--- src/rtl/fvn_pkg.sv ---
// Shared constants, register codes and lattice helpers for the fractal value noise block.
`default_nettype none

package fvn_pkg;

    // Width of a coordinate times the base frequency (32 signed by 24 unsigned).
    localparam int PROD_W = 57;
    // Octave weights are unsigned Q1.16, never above one.
    localparam int AMP_W = 17;
    localparam logic [AMP_W-1:0] AMP_ONE = 17'd65536;

    localparam logic [31:0] LAT_ZMUL = 32'd57;
    localparam logic [31:0] HASH_C1  = 32'd15731;
    localparam logic [31:0] HASH_C2  = 32'd789221;
    localparam logic [31:0] HASH_C3  = 32'd1376312589;

    typedef enum logic [2:0] {
        REG_BASE_FREQ  = 3'd0,
        REG_PERSIST    = 3'd1,
        REG_HEIGHT_GAIN = 3'd2,
        REG_OCT_COUNT  = 3'd3,
        REG_SEED       = 3'd4
    } t_reg_idx;

    // Hash input offset of lattice point k (x offset k%4-1, z offset k/4-1).
    function automatic logic [31:0] lat_ofs(input int k);
        int dx;
        int dz;
        dx = (k % 4) - 1;
        dz = (k / 4) - 1;
        return 32'(dx + 57 * dz);
    endfunction

endpackage

`default_nettype wire

--- src/rtl/fvn_div.sv ---
// Pipelined floor division of a signed sum by a positive weight, one quotient bit per stage.
`default_nettype none

module fvn_div
    import fvn_pkg::*;
#(
    parameter int NW = 48,
    parameter int DW = 20,
    parameter int QB = 21
) (
    input  wire logic                   i_clk,
    input  wire logic                   i_rst_n,
    input  wire logic                   i_en,
    input  wire logic                   i_vld,
    input  wire logic signed [NW-1:0]   i_num,
    input  wire logic [DW-1:0]          i_den,
    output logic                        o_vld,
    output logic signed [QB:0]          o_quo
);
    localparam int RW = ((NW > DW + QB) ? NW : DW + QB) + 1;
    localparam int QW = QB + 1;

    logic [RW-1:0] w_ns, w_mag;
    logic [RW-1:0] r_rem[QB+1];
    logic [QB-1:0] r_q[QB+1];
    logic [DW-1:0] r_d[QB];
    logic          r_neg[QB+1];
    logic          r_v[QB+2];
    logic signed [QW-1:0] r_quo;

    // Negative dividend: divide d - 1 - v so the truncated quotient is the ceiling.
    always_comb begin
        w_ns  = RW'(i_num);
        w_mag = i_num[NW-1] ? (RW'(i_den) - RW'(1) - w_ns) : w_ns;
    end

    always_ff @(posedge i_clk) begin
        if (i_en) begin
            r_rem[0] <= w_mag;
            r_q[0]   <= '0;
            r_d[0]   <= i_den;
            r_neg[0] <= i_num[NW-1];
            r_quo    <= r_neg[QB] ? -signed'(QW'(r_q[QB])) : signed'(QW'(r_q[QB]));
        end
    end

    for (genvar k = 0; k < QB; k++) begin : g_bit
        localparam int B = QB - 1 - k;
        logic [RW-1:0] w_dsh;
        assign w_dsh = RW'(r_d[k]) << B;
        always_ff @(posedge i_clk) begin
            if (i_en) begin
                if (r_rem[k] >= w_dsh) begin
                    r_rem[k+1] <= r_rem[k] - w_dsh;
                    r_q[k+1]   <= r_q[k] | (QB'(1) << B);
                end else begin
                    r_rem[k+1] <= r_rem[k];
                    r_q[k+1]   <= r_q[k];
                end
                r_neg[k+1] <= r_neg[k];
            end
        end
        if (k + 1 < QB) begin : g_dpass
            always_ff @(posedge i_clk) begin
                if (i_en) begin
                    r_d[k+1] <= r_d[k];
                end
            end
        end
    end

    always_ff @(posedge i_clk) begin
        if (!i_rst_n) begin
            for (int i = 0; i < QB + 2; i++) r_v[i] <= 1'b0;
        end else if (i_en) begin
            r_v[0] <= i_vld;
            for (int i = 1; i < QB + 2; i++) r_v[i] <= r_v[i-1];
        end
    end

    assign o_vld = r_v[QB+1];
    assign o_quo = r_quo;

endmodule

`default_nettype wire

--- config.mk ---
export PLATFORM = sky130hd
export DESIGN_NAME = fvn_div
export DESIGN_NICKNAME = d
export VERILOG_FILES = /design/src/rtl/fvn_pkg.sv /design/src/rtl/fvn_div.sv
export SDC_FILE = /design/constraint.sdc
export NUM_CORES = 2
export LEC_CHECK = 0
export ABC_CLOCK_PERIOD_IN_PS = 10900
export BUFFER_PORTS_ARGS = -buffer_cell sky130_fd_sc_hd__buf_2
export CORE_MARGIN = 4
export CORE_UTILIZATION = 31
export DETAILED_ROUTE_END_ITERATION = 16
export GPL_TIMING_DRIVEN = 0
export SYNTH_ARGS = -nofsm -noshare
export SYNTH_HDL_FRONTEND = slang
export SYNTH_SLANG_ARGS = --single-unit
--- constraint.sdc ---
create_clock -name i_clk -period 10.9 [get_ports i_clk]
set_input_delay 1.635 -clock i_clk [delete_from_list [all_inputs] [get_ports i_clk]]
set_output_delay 1.635 -clock i_clk [all_outputs]
set_load 0.02 [all_outputs]
# [Yosys cells after proc, flatten, opt, wreduce, memory -nomap -nowiden]
# Memories as Yosys holds them, arrays and structs flattened.
# Cells that the tools add are included.
[totals] ram_bits=2005 wordCells=315 register_bits=22 in_bits=72 memories=5
[memory_table] memory="r_rem" depth=22 word_bits=49 rd=21 rd_clocked_by_memory_dff=0 wr=22 line="fvn_div.sv:24" source="logic [RW-1:0] r_rem[QB+1];"
[memory_table] memory="r_q" depth=22 word_bits=21 rd=22 rd_clocked_by_memory_dff=0 wr=22 line="fvn_div.sv:25" source="logic [QB-1:0] r_q[QB+1];"
[memory_table] memory="r_d" depth=21 word_bits=20 rd=21 rd_clocked_by_memory_dff=0 wr=21 line="fvn_div.sv:26" source="logic [DW-1:0] r_d[QB];"
[memory_table] memory="r_v" depth=23 word_bits=1 rd=23 rd_clocked_by_memory_dff=0 wr=23 line="fvn_div.sv:28" source="logic r_v[QB+2];"
[memory_table] memory="r_neg" depth=22 word_bits=1 rd=22 rd_clocked_by_memory_dff=0 wr=22 line="fvn_div.sv:27" source="logic r_neg[QB+1];"
[classes] addsub=24 muxes=198 order_cmp=21 bitwise=65
[ops] op="2-to-1 mux 49 bit" n=22
[ops] op="2-to-1 mux 21 bit" n=22
[ops] op="2-to-1 mux 1 bit" n=154
[ops] op="bitwise OR 1 bit" n=65
[ops] op="greater-or-equal comparator 49 x 20 -> 1 bit" n=1
[ops] op="greater-or-equal comparator 49 x 21 -> 1 bit" n=1
[ops] op="greater-or-equal comparator 49 x 22 -> 1 bit" n=1
[ops] op="greater-or-equal comparator 49 x 23 -> 1 bit" n=1
[ops] op="greater-or-equal comparator 49 x 24 -> 1 bit" n=1
[ops] op="greater-or-equal comparator 49 x 25 -> 1 bit" n=1
[ops] op="greater-or-equal comparator 49 x 26 -> 1 bit" n=1
[ops] op="greater-or-equal comparator 49 x 27 -> 1 bit" n=1
[ops] op="greater-or-equal comparator 49 x 28 -> 1 bit" n=1
[ops] op="greater-or-equal comparator 49 x 29 -> 1 bit" n=1
[ops] op="greater-or-equal comparator 49 x 30 -> 1 bit" n=1
[ops] op="greater-or-equal comparator 49 x 31 -> 1 bit" n=1
[ops] op="greater-or-equal comparator 49 x 32 -> 1 bit" n=1
[ops] op="greater-or-equal comparator 49 x 33 -> 1 bit" n=1
[ops] op="greater-or-equal comparator 49 x 34 -> 1 bit" n=1
[ops] op="greater-or-equal comparator 49 x 35 -> 1 bit" n=1
[ops] op="greater-or-equal comparator 49 x 36 -> 1 bit" n=1
[ops] op="greater-or-equal comparator 49 x 37 -> 1 bit" n=1
[ops] op="greater-or-equal comparator 49 x 38 -> 1 bit" n=1
[ops] op="greater-or-equal comparator 49 x 39 -> 1 bit" n=1
[ops] op="25 further kinds" n=25

# [Logic depth before layout (Yosys ltp)]
# An unclocked memory read counts as a cell.
[logic_depth] depth_word=6 mapped_depth=21 ltp_nobuf=20

# [Worst setup path before layout]
# Ideal clock, no wire load.
[synth_timing] path_type="input port to flip-flop" startpoint="input port i_den[0]" endpoint="memory r_rem[0][42] (netlist name), data pin" arrival_ns=6.288 path_stages=20 required_time_ns=10.623 path_slack_ns=4.335 setup_ns=0.277 cell_sequence="inv_1 -> ha_1 -> nand2_1 -> or3_1 -> or2_2 -> nor2b_1 -> nand2_1 -> nor2_1 -> ha_1 -> clkbuf_1 -> and4_1 -> and3b_1 -> a211oi_1 -> and4b_1 -> nor2_1 -> a41oi_1 -> o21ai_0 -> a221oi_1 -> xor2_1 -> mux2i_1"
[synth_lines] element="start, declared" line="fvn_div.sv:16" source="input wire logic [DW-1:0] i_den,"
[synth_lines] element="end, declared" line="fvn_div.sv:24"

==> impl_metrics.ini <==
[setup_path]
required_ns = 11.41
worst-path-buf-inv = 3
critPathSlowestCell = or4b_2
path_common_cell = nand2_1
critical_path.cell_chain = buf_2 > inv_1 > ha_1 > nand2_1 > or3_1 > or2_2 > nor2b_1 > nand2_1 > nor3_1 > xor2_1 > ha_1 > clkbuf_1 > nand2_1 > nor3_1 > or4b_2 > a31oi_1 > o22ai_1 > o31ai_1 > a21oi_1 > nor4_1 > o22ai_1
path_class = in2reg
crit_family = simple AND/OR/NAND/NOR gates
worstPathArrival_ns = 7.12
rr_worst_depth = 14
cp-start-kind = input pin
reg2reg_from = r_d[2][60]
path_max_fanout = 7
crit_path_end_kind = register
r2r-end = r_rem[2][233]
r2r_slack_ns = 6.12
slowest_delay_ns = 0.70

[yosys]
synthCells = 7944
synth_top_family_by_area = simple AND/OR/NAND/NOR gates
synth_seq_cells = 1747
yosysTopAreaCell = edfxtp_1
syn_area_mm2 = 0.09167
synthXorXnorAreaFrac_pct = 7.127
synth_edf_count = 1746
synth-compound-area-share_pct = 11.13
async_flop_share_pct = 0
synth_top_cells_by_area = edfxtp_1 (57%), ha_1 (6.4%), xnor2_1 (3.6%)
seq_area_frac_synth_pct = 57.21
synth_top_area_share_pct = 57.19
avgSynthCellArea_um2 = 11.54
synth_adder_area_share_pct = 6.873
synth_ff_type = edfxtp_1
synth_fp_nets = 8507
yosysWarnings = 0
synth.distinct_cells = 89
yosys.area_share.simple_pct = 13.41
synthMuxAreaShare_pct = 0.9431

[detailed_routing]
firstDrtPassIters = 8
vias = 62170
drt-total-wl_um = 243200
drcViolationCount = 0
wl_per_cell_um = 19.69
antenna_left = 0
first_iter_violations = 4450
post_drt_via_cell_ratio = 5.034

[final_layout]
final_area_mm2 = 0.1042
drive_gt1_share_pct = 6.848
final_common_cell = edfxtp_1
layout.cells.non_filler = 12350
area_delta_synth_final_pct = 13.63
final_cell_mix = edfxtp_1 (1746), nand2_1 (659), inv_1 (610), o21ai_0 (511), nor2_1 (479)
finalNetCount = 8830
final_util_pct = 35.42

[floorplan]
dieWidth_um = 551.8
rows = 199
ios = 95
start_util_pct = 31.18
dieArea_mm2 = 0.3045
die_h_um = 551.8
core_area_mm2 = 0.2941

[global_route]
antenna_found_initial = 4
grt_pass1_vias = 62960
grt_overflow = 0
track_usage_pct = 15.56
grt_max_degree = 113
grt_pass1_wl_um = 371600

[place]
post-place-cells = 11980
dp_hpwl_um = 190100
finalWeightedCongestion = 0.9528
place_worst_setup_slack_ns = 3.482
postPlaceCellArea_mm2 = 0.09767
io_buffers = 94

[clocking]
clk_latency_ns = 0.86
h-tree-depth = 4
path_clk_slew_ns = 0.06
clk_path_buf_depth = 4
cts_root_buf = clkbuf_16
post-cts-setup-buffers = 0
cts_num_sinks = 1747
cts_tree = done
cts_hold_repair.buffers = 0
cts_inserted_buffers = 204
cts_resized = 0

[power]
switching_share_pct = 33.18
pwr-share-clk_pct = 27.8
power_frac_seq_pct = 41.7
power_frac_comb_pct = 30.5
cellInternalPower_mw = 15.92
power_mw = 23.83
power.density_mw_per_mm2 = 228.8
power_switching_mw = 7.908
peakVddDrop_mv = 0.1404
total_leakage_power_nw = 38.70

[sta]
period_share_pct = 60.60
final_max_slew_viol_count = 0
rsz0062_at_grt = no
worst_hold_slack_ns = 0.3738
fin_ws_ns = 4.295
setup_viol_count_final = 0
hold_viol = 0
max_freq_mhz = 151.4
relSlewSlack_pct = 21.15
period_minus_slack_ns = 6.605
fin_skew_ns = 0.06064
tightest_slew_ns = 1.153
tns_ns = 0

[hold_path]
min_from = r_neg[1][7]
min_path_cells = 0
hold_path_end = r_neg[2][0]
hold_path_class = reg2reg

[run_status]
status = finished clean

[run]
drv_cap = 0
how the worst max path moves through the flow:
stage,start,endpoint,cells after the start
after floorplan,i_den[0],r_rem[0][42],20
after global placement,i_en,r_rem[2][200],4
after detailed placement,i_den[0],r_rem[0][48],21
after CTS,i_den[0],r_rem[0][48],21
after global routing,i_den[0],r_rem[0][48],21
final,i_den[0],r_rem[0][48],21
worst reg2reg max path: cells and delay by family, from the launching register on:
kind            cells  cell delay (ns)
compound gates      4             1.51
xor+xnor            1             0.13
flops               1             0.39
buf+inv             2             0.38
simple gates        5             1.48
fa+ha+maj           2             0.66
cell families after synthesis:
kind of cell	Yosys count
AND/OR/NAND/NOR	2418
flip-flops	1747
AO/OA/AOI/OAI	1661
buffers and inverters	802
XOR/XNOR	746
adder cells (fa/ha/maj)	491
multiplexers	79
area by class of cell:
cell class	count	area, um2
fill	28700	189900
sequential	1747	52450
multi-input combinational	5395	36220
clock buffer	235	5264
tap	3919	4903
inverter	610	2290
clock inverter	130	1215
timing repair buffer	117	1013
buffer	192	798.3
antenna	4	10.01
state kept, by name, indices dropped and copies added, names as in the netlist:
signal / flops
o_quo: 22
r_d: 420
r_neg: 22
r_q: 231
r_rem: 1029
r_v: 23
metal layers:
layer | part of all wire (%) | vias to the layer above | global-route usage (%) | wire (um)
li1 | - | 30020 | - | -
met1 | 40 | 30080 | 18.25 | 98130
met2 | 51 | 1555 | 28.34 | 123800
met3 | 4.0 | 516 | 2.062 | 9846
met4 | 4.7 | 2 | 6.739 | 11370
met5 | 0.0053 | - | 0 | 13
cells in the mapped netlist, types with 80 or more instances:
library cell  count
xnor2_1         373
nand2_1         659
nand3_1         170
a21oi_1         464
o21ai_0         512
nor4_1          152
o21a_1           80
nand4_1          93
ha_1            470
xor2_1          373
nor2_1          480
nor3_1          215
edfxtp_1       1746
inv_1           610
clkbuf_1        171
nand2b_1        100
nor2b_1          81
a21o_1          218
or3_1            96
power by group through the flow:
stage,clock network (mW),registers (mW),logic (mW)
2_1_floorplan,0,9.64,5.46
3_3_place_gp,0,10.1,7.13
3_5_place_dp,0,10.1,7.19
4_1_cts,6.82,9.94,7.24
5_1_grt,7.11,10.0,8.11
6_report,6.63,9.93,7.26
Power figures use the tool's default switching activity.
